`src/sv/mma_pkg.sv`:
```
// Package: shared constants, types and command codes of the Montgomery arithmetic unit.
`timescale 1ns / 1ps
package mma_pkg;

  localparam int WORD_W    = 32;
  localparam int WORDS     = 8;
  localparam int VAL_W     = WORD_W * WORDS;
  localparam int LIMB_W    = 64;
  localparam int HI_W      = WORD_W + 2;
  localparam int IDX_W     = $clog2(WORDS);
  localparam int BIT_W     = $clog2(VAL_W);
  localparam int CFG_IDX_W = 3;
  localparam int NP_W      = 32;

  typedef enum logic [3:0] {
    OP_ADD  = 4'd0,
    OP_SUB  = 4'd1,
    OP_DBL  = 4'd2,
    OP_TPL  = 4'd3,
    OP_NEG  = 4'd4,
    OP_MUL  = 4'd5,
    OP_SQR  = 4'd6,
    OP_FROM = 4'd7,
    OP_POW  = 4'd8
  } op_e;

  typedef enum logic [CFG_IDX_W-1:0] {
    CFG_MOD_W0  = 3'd0,
    CFG_MOD_W1  = 3'd1,
    CFG_MOD_W2  = 3'd2,
    CFG_MOD_W3  = 3'd3,
    CFG_N_PRIME = 3'd4
  } cfg_idx_e;

  typedef enum logic [4:0] {
    CMD_NOP,
    CMD_LOAD,
    CMD_ADDX,
    CMD_SUBB,
    CMD_SUB_OV,
    CMD_SUB_GE,
    CMD_TPL_PASS,
    CMD_ADDP_COND,
    CMD_NEG,
    CMD_ZERO,
    CMD_MUL_INIT,
    CMD_MUL_ACC,
    CMD_MUL_TOP,
    CMD_MUL_M,
    CMD_MUL_RED,
    CMD_MUL_SHIFT,
    CMD_MUL_FINAL
  } dp_cmd_e;

  typedef enum logic [1:0] {
    SEL_A,
    SEL_B,
    SEL_R,
    SEL_ONE
  } sel_e;

  typedef enum logic [4:0] {
    ST_IDLE,
    ST_DISPATCH,
    ST_ADD1,
    ST_OV,
    ST_SUB1,
    ST_SUB2,
    ST_TPL1,
    ST_TPL2,
    ST_TPL3,
    ST_TPL4,
    ST_GE,
    ST_MUL_ACC,
    ST_MUL_TOP,
    ST_MUL_M,
    ST_MUL_RED,
    ST_MUL_SHIFT,
    ST_MUL_FIN,
    ST_POW_SCAN,
    ST_POW_SQ,
    ST_POW_MUL,
    ST_DONE
  } state_e;

  typedef struct packed {
    logic                capture;
    dp_cmd_e             cmd;
    sel_e                xsel;
    sel_e                ysel;
    logic [IDX_W-1:0]    xidx;
    logic [IDX_W-1:0]    yidx;
    logic [BIT_W-1:0]    bit_idx;
  } dp_ctrl_t;

  typedef struct packed {
    logic exp_bit;
  } dp_stat_t;

  typedef struct packed {
    logic [3:0]        req_type;
    logic [LIMB_W-1:0] a_0;
    logic [LIMB_W-1:0] a_1;
    logic [LIMB_W-1:0] a_2;
    logic [LIMB_W-1:0] a_3;
    logic [LIMB_W-1:0] b_0;
    logic [LIMB_W-1:0] b_1;
    logic [LIMB_W-1:0] b_2;
    logic [LIMB_W-1:0] b_3;
  } req_t;

  typedef struct packed {
    logic [LIMB_W-1:0] result_0;
    logic [LIMB_W-1:0] result_1;
    logic [LIMB_W-1:0] result_2;
    logic [LIMB_W-1:0] result_3;
  } res_t;

endpackage

```
`src/sv/mma_ctrl.sv`:
```
// Controller: state machine that sequences the datapath for every opcode.
`timescale 1ns / 1ps
module mma_ctrl
  import mma_pkg::*;
(
  input  logic        clk_i,
  input  logic        rst_ni,
  input  logic        start_i,
  input  logic [3:0]  req_type_i,
  input  dp_stat_t    stat_i,
  output dp_ctrl_t    ctrl_o,
  output logic        busy_o,
  output logic        done_o
);

  state_e            state_q, state_d;
  op_e               op_q, op_d;
  logic [IDX_W-1:0]  i_q, i_d, j_q, j_d;
  logic [BIT_W-1:0]  idx_q, idx_d;
  logic              pow_q, pow_d, sq_q, sq_d;

  always_ff @(posedge clk_i or negedge rst_ni) begin
    if (!rst_ni) begin
      state_q <= ST_IDLE;
      op_q    <= OP_ADD;
      i_q     <= '0;
      j_q     <= '0;
      idx_q   <= '0;
      pow_q   <= 1'b0;
      sq_q    <= 1'b0;
    end else begin
      state_q <= state_d;
      op_q    <= op_d;
      i_q     <= i_d;
      j_q     <= j_d;
      idx_q   <= idx_d;
      pow_q   <= pow_d;
      sq_q    <= sq_d;
    end
  end

  always_comb begin
    state_d        = state_q;
    op_d           = op_q;
    i_d            = i_q;
    j_d            = j_q;
    idx_d          = idx_q;
    pow_d          = pow_q;
    sq_d           = sq_q;
    ctrl_o.capture = 1'b0;
    ctrl_o.cmd     = CMD_NOP;
    ctrl_o.xsel    = SEL_A;
    ctrl_o.ysel    = SEL_B;
    ctrl_o.xidx    = i_q;
    ctrl_o.yidx    = j_q;
    ctrl_o.bit_idx = idx_q;
    busy_o         = (state_q != ST_IDLE);
    done_o         = (state_q == ST_DONE);

    unique case (state_q)
      ST_IDLE: begin
        if (start_i) begin
          ctrl_o.capture = 1'b1;
          op_d           = op_e'(req_type_i);
          state_d        = ST_DISPATCH;
        end
      end
      ST_DISPATCH: begin
        i_d   = '0;
        j_d   = '0;
        pow_d = 1'b0;
        case (op_q) inside
          OP_ADD, OP_DBL: begin
            ctrl_o.cmd = CMD_LOAD;
            state_d    = ST_ADD1;
          end
          OP_SUB: begin
            ctrl_o.cmd = CMD_LOAD;
            state_d    = ST_SUB1;
          end
          OP_TPL: begin
            ctrl_o.cmd = CMD_LOAD;
            state_d    = ST_TPL1;
          end
          OP_NEG: begin
            ctrl_o.cmd = CMD_NEG;
            state_d    = ST_DONE;
          end
          OP_MUL: begin
            ctrl_o.cmd = CMD_MUL_INIT;
            state_d    = ST_MUL_ACC;
          end
          OP_SQR: begin
            ctrl_o.cmd  = CMD_MUL_INIT;
            ctrl_o.ysel = SEL_A;
            state_d     = ST_MUL_ACC;
          end
          OP_FROM: begin
            ctrl_o.cmd  = CMD_MUL_INIT;
            ctrl_o.ysel = SEL_ONE;
            state_d     = ST_MUL_ACC;
          end
          OP_POW: begin
            pow_d   = 1'b1;
            idx_d   = BIT_W'(VAL_W - 1);
            state_d = ST_POW_SCAN;
          end
          default: begin
            ctrl_o.cmd = CMD_ZERO;
            state_d    = ST_DONE;
          end
        endcase
      end
      ST_ADD1: begin
        ctrl_o.cmd  = CMD_ADDX;
        ctrl_o.xsel = (op_q == OP_ADD) ? SEL_B : SEL_A;
        state_d     = ST_OV;
      end
      ST_OV: begin
        ctrl_o.cmd = CMD_SUB_OV;
        state_d    = ST_DONE;
      end
      ST_SUB1: begin
        ctrl_o.cmd = CMD_SUBB;
        state_d    = ST_SUB2;
      end
      ST_SUB2: begin
        ctrl_o.cmd = CMD_ADDP_COND;
        state_d    = ST_DONE;
      end
      ST_TPL1: begin
        ctrl_o.cmd  = CMD_ADDX;
        ctrl_o.xsel = SEL_A;
        state_d     = ST_TPL2;
      end
      ST_TPL2: begin
        ctrl_o.cmd  = CMD_ADDX;
        ctrl_o.xsel = SEL_A;
        state_d     = ST_TPL3;
      end
      ST_TPL3: begin
        ctrl_o.cmd = CMD_TPL_PASS;
        state_d    = ST_TPL4;
      end
      ST_TPL4: begin
        ctrl_o.cmd = CMD_TPL_PASS;
        state_d    = ST_GE;
      end
      ST_GE: begin
        ctrl_o.cmd = CMD_SUB_GE;
        state_d    = ST_DONE;
      end
      ST_MUL_ACC: begin
        ctrl_o.cmd = CMD_MUL_ACC;
        j_d        = j_q + 1'b1;
        if (j_q == IDX_W'(WORDS - 1)) state_d = ST_MUL_TOP;
      end
      ST_MUL_TOP: begin
        ctrl_o.cmd = CMD_MUL_TOP;
        state_d    = ST_MUL_M;
      end
      ST_MUL_M: begin
        ctrl_o.cmd = CMD_MUL_M;
        state_d    = ST_MUL_RED;
      end
      ST_MUL_RED: begin
        ctrl_o.cmd = CMD_MUL_RED;
        j_d        = j_q + 1'b1;
        if (j_q == IDX_W'(WORDS - 1)) state_d = ST_MUL_SHIFT;
      end
      ST_MUL_SHIFT: begin
        ctrl_o.cmd = CMD_MUL_SHIFT;
        if (i_q == IDX_W'(WORDS - 1)) begin
          state_d = ST_MUL_FIN;
        end else begin
          i_d     = i_q + 1'b1;
          state_d = ST_MUL_ACC;
        end
      end
      ST_MUL_FIN: begin
        ctrl_o.cmd = CMD_MUL_FINAL;
        i_d        = '0;
        j_d        = '0;
        if (!pow_q) begin
          state_d = ST_DONE;
        end else if (sq_q && stat_i.exp_bit) begin
          state_d = ST_POW_MUL;
        end else if (idx_q == '0) begin
          state_d = ST_DONE;
        end else begin
          idx_d   = idx_q - 1'b1;
          state_d = ST_POW_SQ;
        end
      end
      ST_POW_SCAN: begin
        if (stat_i.exp_bit) begin
          ctrl_o.cmd = CMD_LOAD;
          if (idx_q == '0) begin
            state_d = ST_DONE;
          end else begin
            idx_d   = idx_q - 1'b1;
            state_d = ST_POW_SQ;
          end
        end else if (idx_q == '0) begin
          ctrl_o.cmd = CMD_ZERO;
          state_d    = ST_DONE;
        end else begin
          idx_d = idx_q - 1'b1;
        end
      end
      ST_POW_SQ: begin
        ctrl_o.cmd  = CMD_MUL_INIT;
        ctrl_o.xsel = SEL_R;
        ctrl_o.ysel = SEL_R;
        sq_d        = 1'b1;
        state_d     = ST_MUL_ACC;
      end
      ST_POW_MUL: begin
        ctrl_o.cmd  = CMD_MUL_INIT;
        ctrl_o.xsel = SEL_R;
        ctrl_o.ysel = SEL_A;
        sq_d        = 1'b0;
        state_d     = ST_MUL_ACC;
      end
      ST_DONE: begin
        state_d = ST_IDLE;
      end
      default: begin
        state_d = ST_IDLE;
      end
    endcase
  end

  a_done_pulse: assert property (@(posedge clk_i) disable iff (!rst_ni)
    done_o |=> !done_o)
    else $error("done strobe longer than one cycle");

  a_start_busy: assert property (@(posedge clk_i) disable iff (!rst_ni)
    (start_i && !busy_o) |=> busy_o)
    else $error("accepted item did not raise busy");

  a_top_wrap: assert property (@(posedge clk_i) disable iff (!rst_ni)
    (state_q == ST_MUL_TOP || state_q == ST_MUL_SHIFT) |-> (j_q == '0))
    else $error("word counter not wrapped at end of inner pass");

  a_fin_last: assert property (@(posedge clk_i) disable iff (!rst_ni)
    (state_q == ST_MUL_FIN) |-> (i_q == IDX_W'(WORDS - 1)))
    else $error("multiply finished before last outer word");

endmodule

```
`config.mk`:
```
export PLATFORM = sky130hd
export DESIGN_NAME = mma_ctrl
export DESIGN_NICKNAME = d
export VERILOG_FILES = /design/src/sv/mma_pkg.sv /design/src/sv/mma_ctrl.sv
export SDC_FILE = /design/constraint.sdc
export NUM_CORES = 1
export LEC_CHECK = 0
export BUFFER_PORTS_ARGS = -buffer_cell sky130_fd_sc_hd__buf_2
export CAP_MARGIN = 20
export CORE_MARGIN = 10
export CORE_UTILIZATION = 57
export DETAILED_ROUTE_END_ITERATION = 8
export GPL_ROUTABILITY_DRIVEN = 0
export PLACE_DENSITY_LB_ADDON = 0.1
export SYNTH_ARGS = -nofsm -noshare
export SYNTH_HDL_FRONTEND = slang
export SYNTH_SLANG_ARGS = --single-unit
```
`constraint.sdc`:
```
create_clock -name clk_i -period 4.6 [get_ports clk_i]
set_input_delay 1.15 -clock clk_i [delete_from_list [all_inputs] [get_ports clk_i]]
set_output_delay 1.15 -clock clk_i [all_outputs]
set_load 0.02 [all_outputs]
```
-- After elaboration in Yosys (flattened, before gate mapping)
Cells that the tools add are included.
- $add $sub $neg: 3
- equality and inequality tests: 45
- multiplexer cells: 65
- reduce and logical (&&, ||, !) cells: 20
- operator list (operator ; count):
    $mux 8 ; 11
    $pmux 5 s17 ; 1
    $pmux 5 s15 ; 1
    $mux 5 ; 13
    $eq 5x4->1 const B ; 8
    $mux 4 ; 10
    $ne 2x2->1 const B ; 14
    $eq 5x5->1 const B ; 5
    $pmux 8 s3 ; 1
    $eq 5x3->1 const B ; 4
    $eq 4x3->1 const B ; 4
    $mux 3 ; 5
    $mux 2 ; 7
    $pmux 3 s2 ; 2
    $mux 1 ; 11
    $reduce_and 11->1 ; 1
    $eq 5x2->1 const B ; 2
    $reduce_or 2->1 ; 5
    $eq 4x2->1 const B ; 2
    $logic_not 8->1 ; 1
    $sub 8x1->8 const B ; 1
    $add 3x1->3 const B ; 2
    $eq 3x3->1 const B ; 2
    $pmux 2 s3 ; 1
    other kinds (15) ; 19
- register bits: 25
- input port bits: 8
- output and inout port bits: 26
- word-level logic and storage cells: 140

-- Longest topological paths before layout
- depth in word-level cells: 10
- gate-level depth with buffers: 7
- mapped depth without buffers: 7

-- Worst setup path after synthesis
Ideal clock, no wire load.
- path type: input to output
- from: in stat_i
- to: out ctrl_o[21] (netlist bit)
- arrival time: 1929 ps
- data required time: 3450 ps
- path slack: 1521 ps
- cell stages on the path: 2
- path buffers: 0
- path through: or3_4 > o221ai_1
- RTL lines (item ; RTL line ; text):
    start: declaration ; mma_ctrl.sv:10 ; input dp_stat_t stat_i,
    end: declaration ; mma_ctrl.sv:11 ; output dp_ctrl_t ctrl_o,

==> out/qor.yml <==
die_width_um: 77.4
grt_pass1_vias: 1744
dr.first_iter.drc_count: 243
swShare_pct: 53.0
finalHoldViolCount: 0
p_leak_nw: 0.897
synth_top_area_cell: "dfrtp_1"
ys_async_sr_fraction_pct: 100
post_cts_buffers: 0
antenna_cells: 0
worst-r2r-setup-slack_ps: 2100
core_um2: 3100
synth_edf_count: 0
clockRootBuffer: "clkbuf_4"
max_clock_freq_ghz: 0.260
fin_crit_sh_pct: 83.6
fin_util_pct: 66.2
overflow: 0
pin_count: 34
cts.sinks: 25
yosysSeqAreaShare_pct: 33.3
syn_inst: 220
path_clk_slew_ps: 140
post-dp-hpwl_um: 3860
initial_core_util_pct: 60.5
crit_arrival_ps: 2700
period_needed_ps: 3850
cts_buffers: 3
internal-power_mw: 0.641
cellPowerDensity_nw_per_um2: 663
setup-violations-final: 0
via_per_inst: 6.55
drc: 0
p_seq_share_pct: 33.5
cts_tree: "built"
worstPathRequired_ps: 3450
synth_ff_type: "dfrtp_1"
drt_wl_total_um: 5040
syn_area_um2: 1880
p_comb_share_pct: 58.8
ctsResizeCount: 0
insertion_delay_ps: 340
nets: 257
start_kind: "register"
synth_common_cells: "dfrtp_1 (25), nand2_1 (17), nor2_1 (14)"
die_height_um: 77.4
area_delta_synth_final_pct: 9.39
holdWs_ps: 530
pre_cts_ws_ps: 1180
endpoint_kind: "primary output"
grt_pass1_wl_um: 8510
p_sw_mw: 0.722
setup_ws_ps: 753
ys.warnings.count: 0
h-tree-depth: 1
ir_worst_vdd_mv: 0.394
synth_cell_type_count: 60
synth_area_per_cell_um2: 8.54
cap_violations: 0
first_pass_iters: 5
synthTopCellsByArea: "dfrtp_1 (33%), ha_1 (4.0%), mux2_2 (3.6%)"
num_vias: 1873
crit_type: "register to primary output"
grt_usage_pct: 16.6
cts_max_path_buffers: 2
drive_gt1_share_pct: 23.1
tns_ps: 0
max-slew-margin-rel_pct: 45.5
clkPwrFrac_pct: 7.7
core.rowCount: 20
synth-seq-cells: 25
dieArea_um2: 5990
cp_max_fo: 29
antenna_found_initial: 0
tightestPinTransition_ps: 818
hp-class: "register to register"
syn-num-nets: 234
rsz0062_at_grt: "no"
io_buffers: 33
ant_nets: 0
yosysMostFrequentCell: "dfrtp_1"
wl_per_cell_um: 17.6
finalMaxSlewViolations: 0
grt_max_degree: 30
total_power_mw: 1.36
fin_skew_ps: 2.56
yosysTopAreaCellShare_pct: 33.3
cts_hold_buf: 0
status: "completed"
## layer usage
layer / wire length, um / global-route usage, %
met5: 0 / 0
met4: 107 / 6.39
met3: 340 / 3.00
met2: 2370 / 26.2
met1: 2220 / 22.0
## layout by cell type, fill, tap and decap left out, types with 3 or more instances in the layout
cell type / count
a211oi_1: 3
a21o_1: 4
a21oi_1: 8
a31oi_1: 4
and3_1: 3
buf_2: 33
clkbuf_4: 3
dfrtp_1: 25
ha_1: 6
inv_1: 11
mux2_2: 6
nand2_1: 17
nand2b_1: 6
nand3_1: 13
nor2_1: 14
nor2b_1: 4
nor3_1: 8
nor4_1: 4
o211ai_1: 4
o21ai_0: 12
o22ai_1: 3
o31ai_1: 4
or2_2: 3
## path summary, 6_finish.rpt
| path | endpoint | startpoint | depth (start not counted) |
|---|---|---|---|
| hold reg to reg | j_q[0]$_DFFE_PN0P_ | j_q[0]$_DFFE_PN0P_ | 1 |
| hold / removal | j_q[0]$_DFFE_PN0P_ | j_q[0]$_DFFE_PN0P_ | 1 |
| setup / recovery | ctrl_o[21] | state_q[3]$_DFFE_PN0P_ | 4 |
| setup reg to reg | state_q[0]$_DFFE_PN0P_ | state_q[3]$_DFFE_PN0P_ | 5 |
| min in group asynchronous | state_q[0]$_DFFE_PN0P_ | rst_ni | 1 |
| max in group asynchronous | state_q[4]$_DFFE_PN0P_ | rst_ni | 1 |
## flip-flops by register name (all words and copies together) (netlist names)
register / flops
sq_q: 1
state_q: 5
pow_q: 1
i_q: 3
j_q: 3
op_q: 4
idx_q: 8
## worst max-delay path, cell delays in order (launching register included)
cell and delay, ps:
dfrtp_1 710, or4b_1 840, or3_4 410, o221ai_1 200, buf_2 210
## power groups by stage
| stage | clock, mW | sequential [mW] | combinational (mW) |
|---|---|---|---|
| floorplan | 0 | 0.376 | 0.671 |
| global placement | 0 | 0.444 | 0.774 |
| detailed placement | 0 | 0.456 | 0.790 |
| CTS | 0.106 | 0.450 | 0.794 |
| global route | 0.116 | 0.475 | 0.880 |
| finish | 0.105 | 0.457 | 0.801 |
## logic make-up (layout without fill, tap and decap cells)
group	after synthesis	count (layout)	synth area share (%)
buffers and inverters	27	49	6.40
adder cells (fa/ha/maj)	6	6	4.00
AO/OA/AOI/OAI	65	65	25.0
AND/OR/NAND/NOR	88	88	26.3
flip-flops	25	25	33.3
XOR/XNOR	3	3	1.40
multiplexers	6	6	3.60
## area by class of cell
type                       count  area (um^2)
multi-input combinational    168         1130
fill                         289         1050
sequential                    25          626
timing repair buffer          34          173
tap                           44         55.1
inverter                      11         41.3
clock buffer                   3         22.5
clock inverter                 1         5.00
## stage by stage
stage               instances  area [um^2]
floorplan                 220         1880
global placement          282         2030
detailed placement        282         2030
CTS                       286         2050
global route              286         2050
finish                    286         2050
No activity file was read; power rests on OpenSTA's default activity.
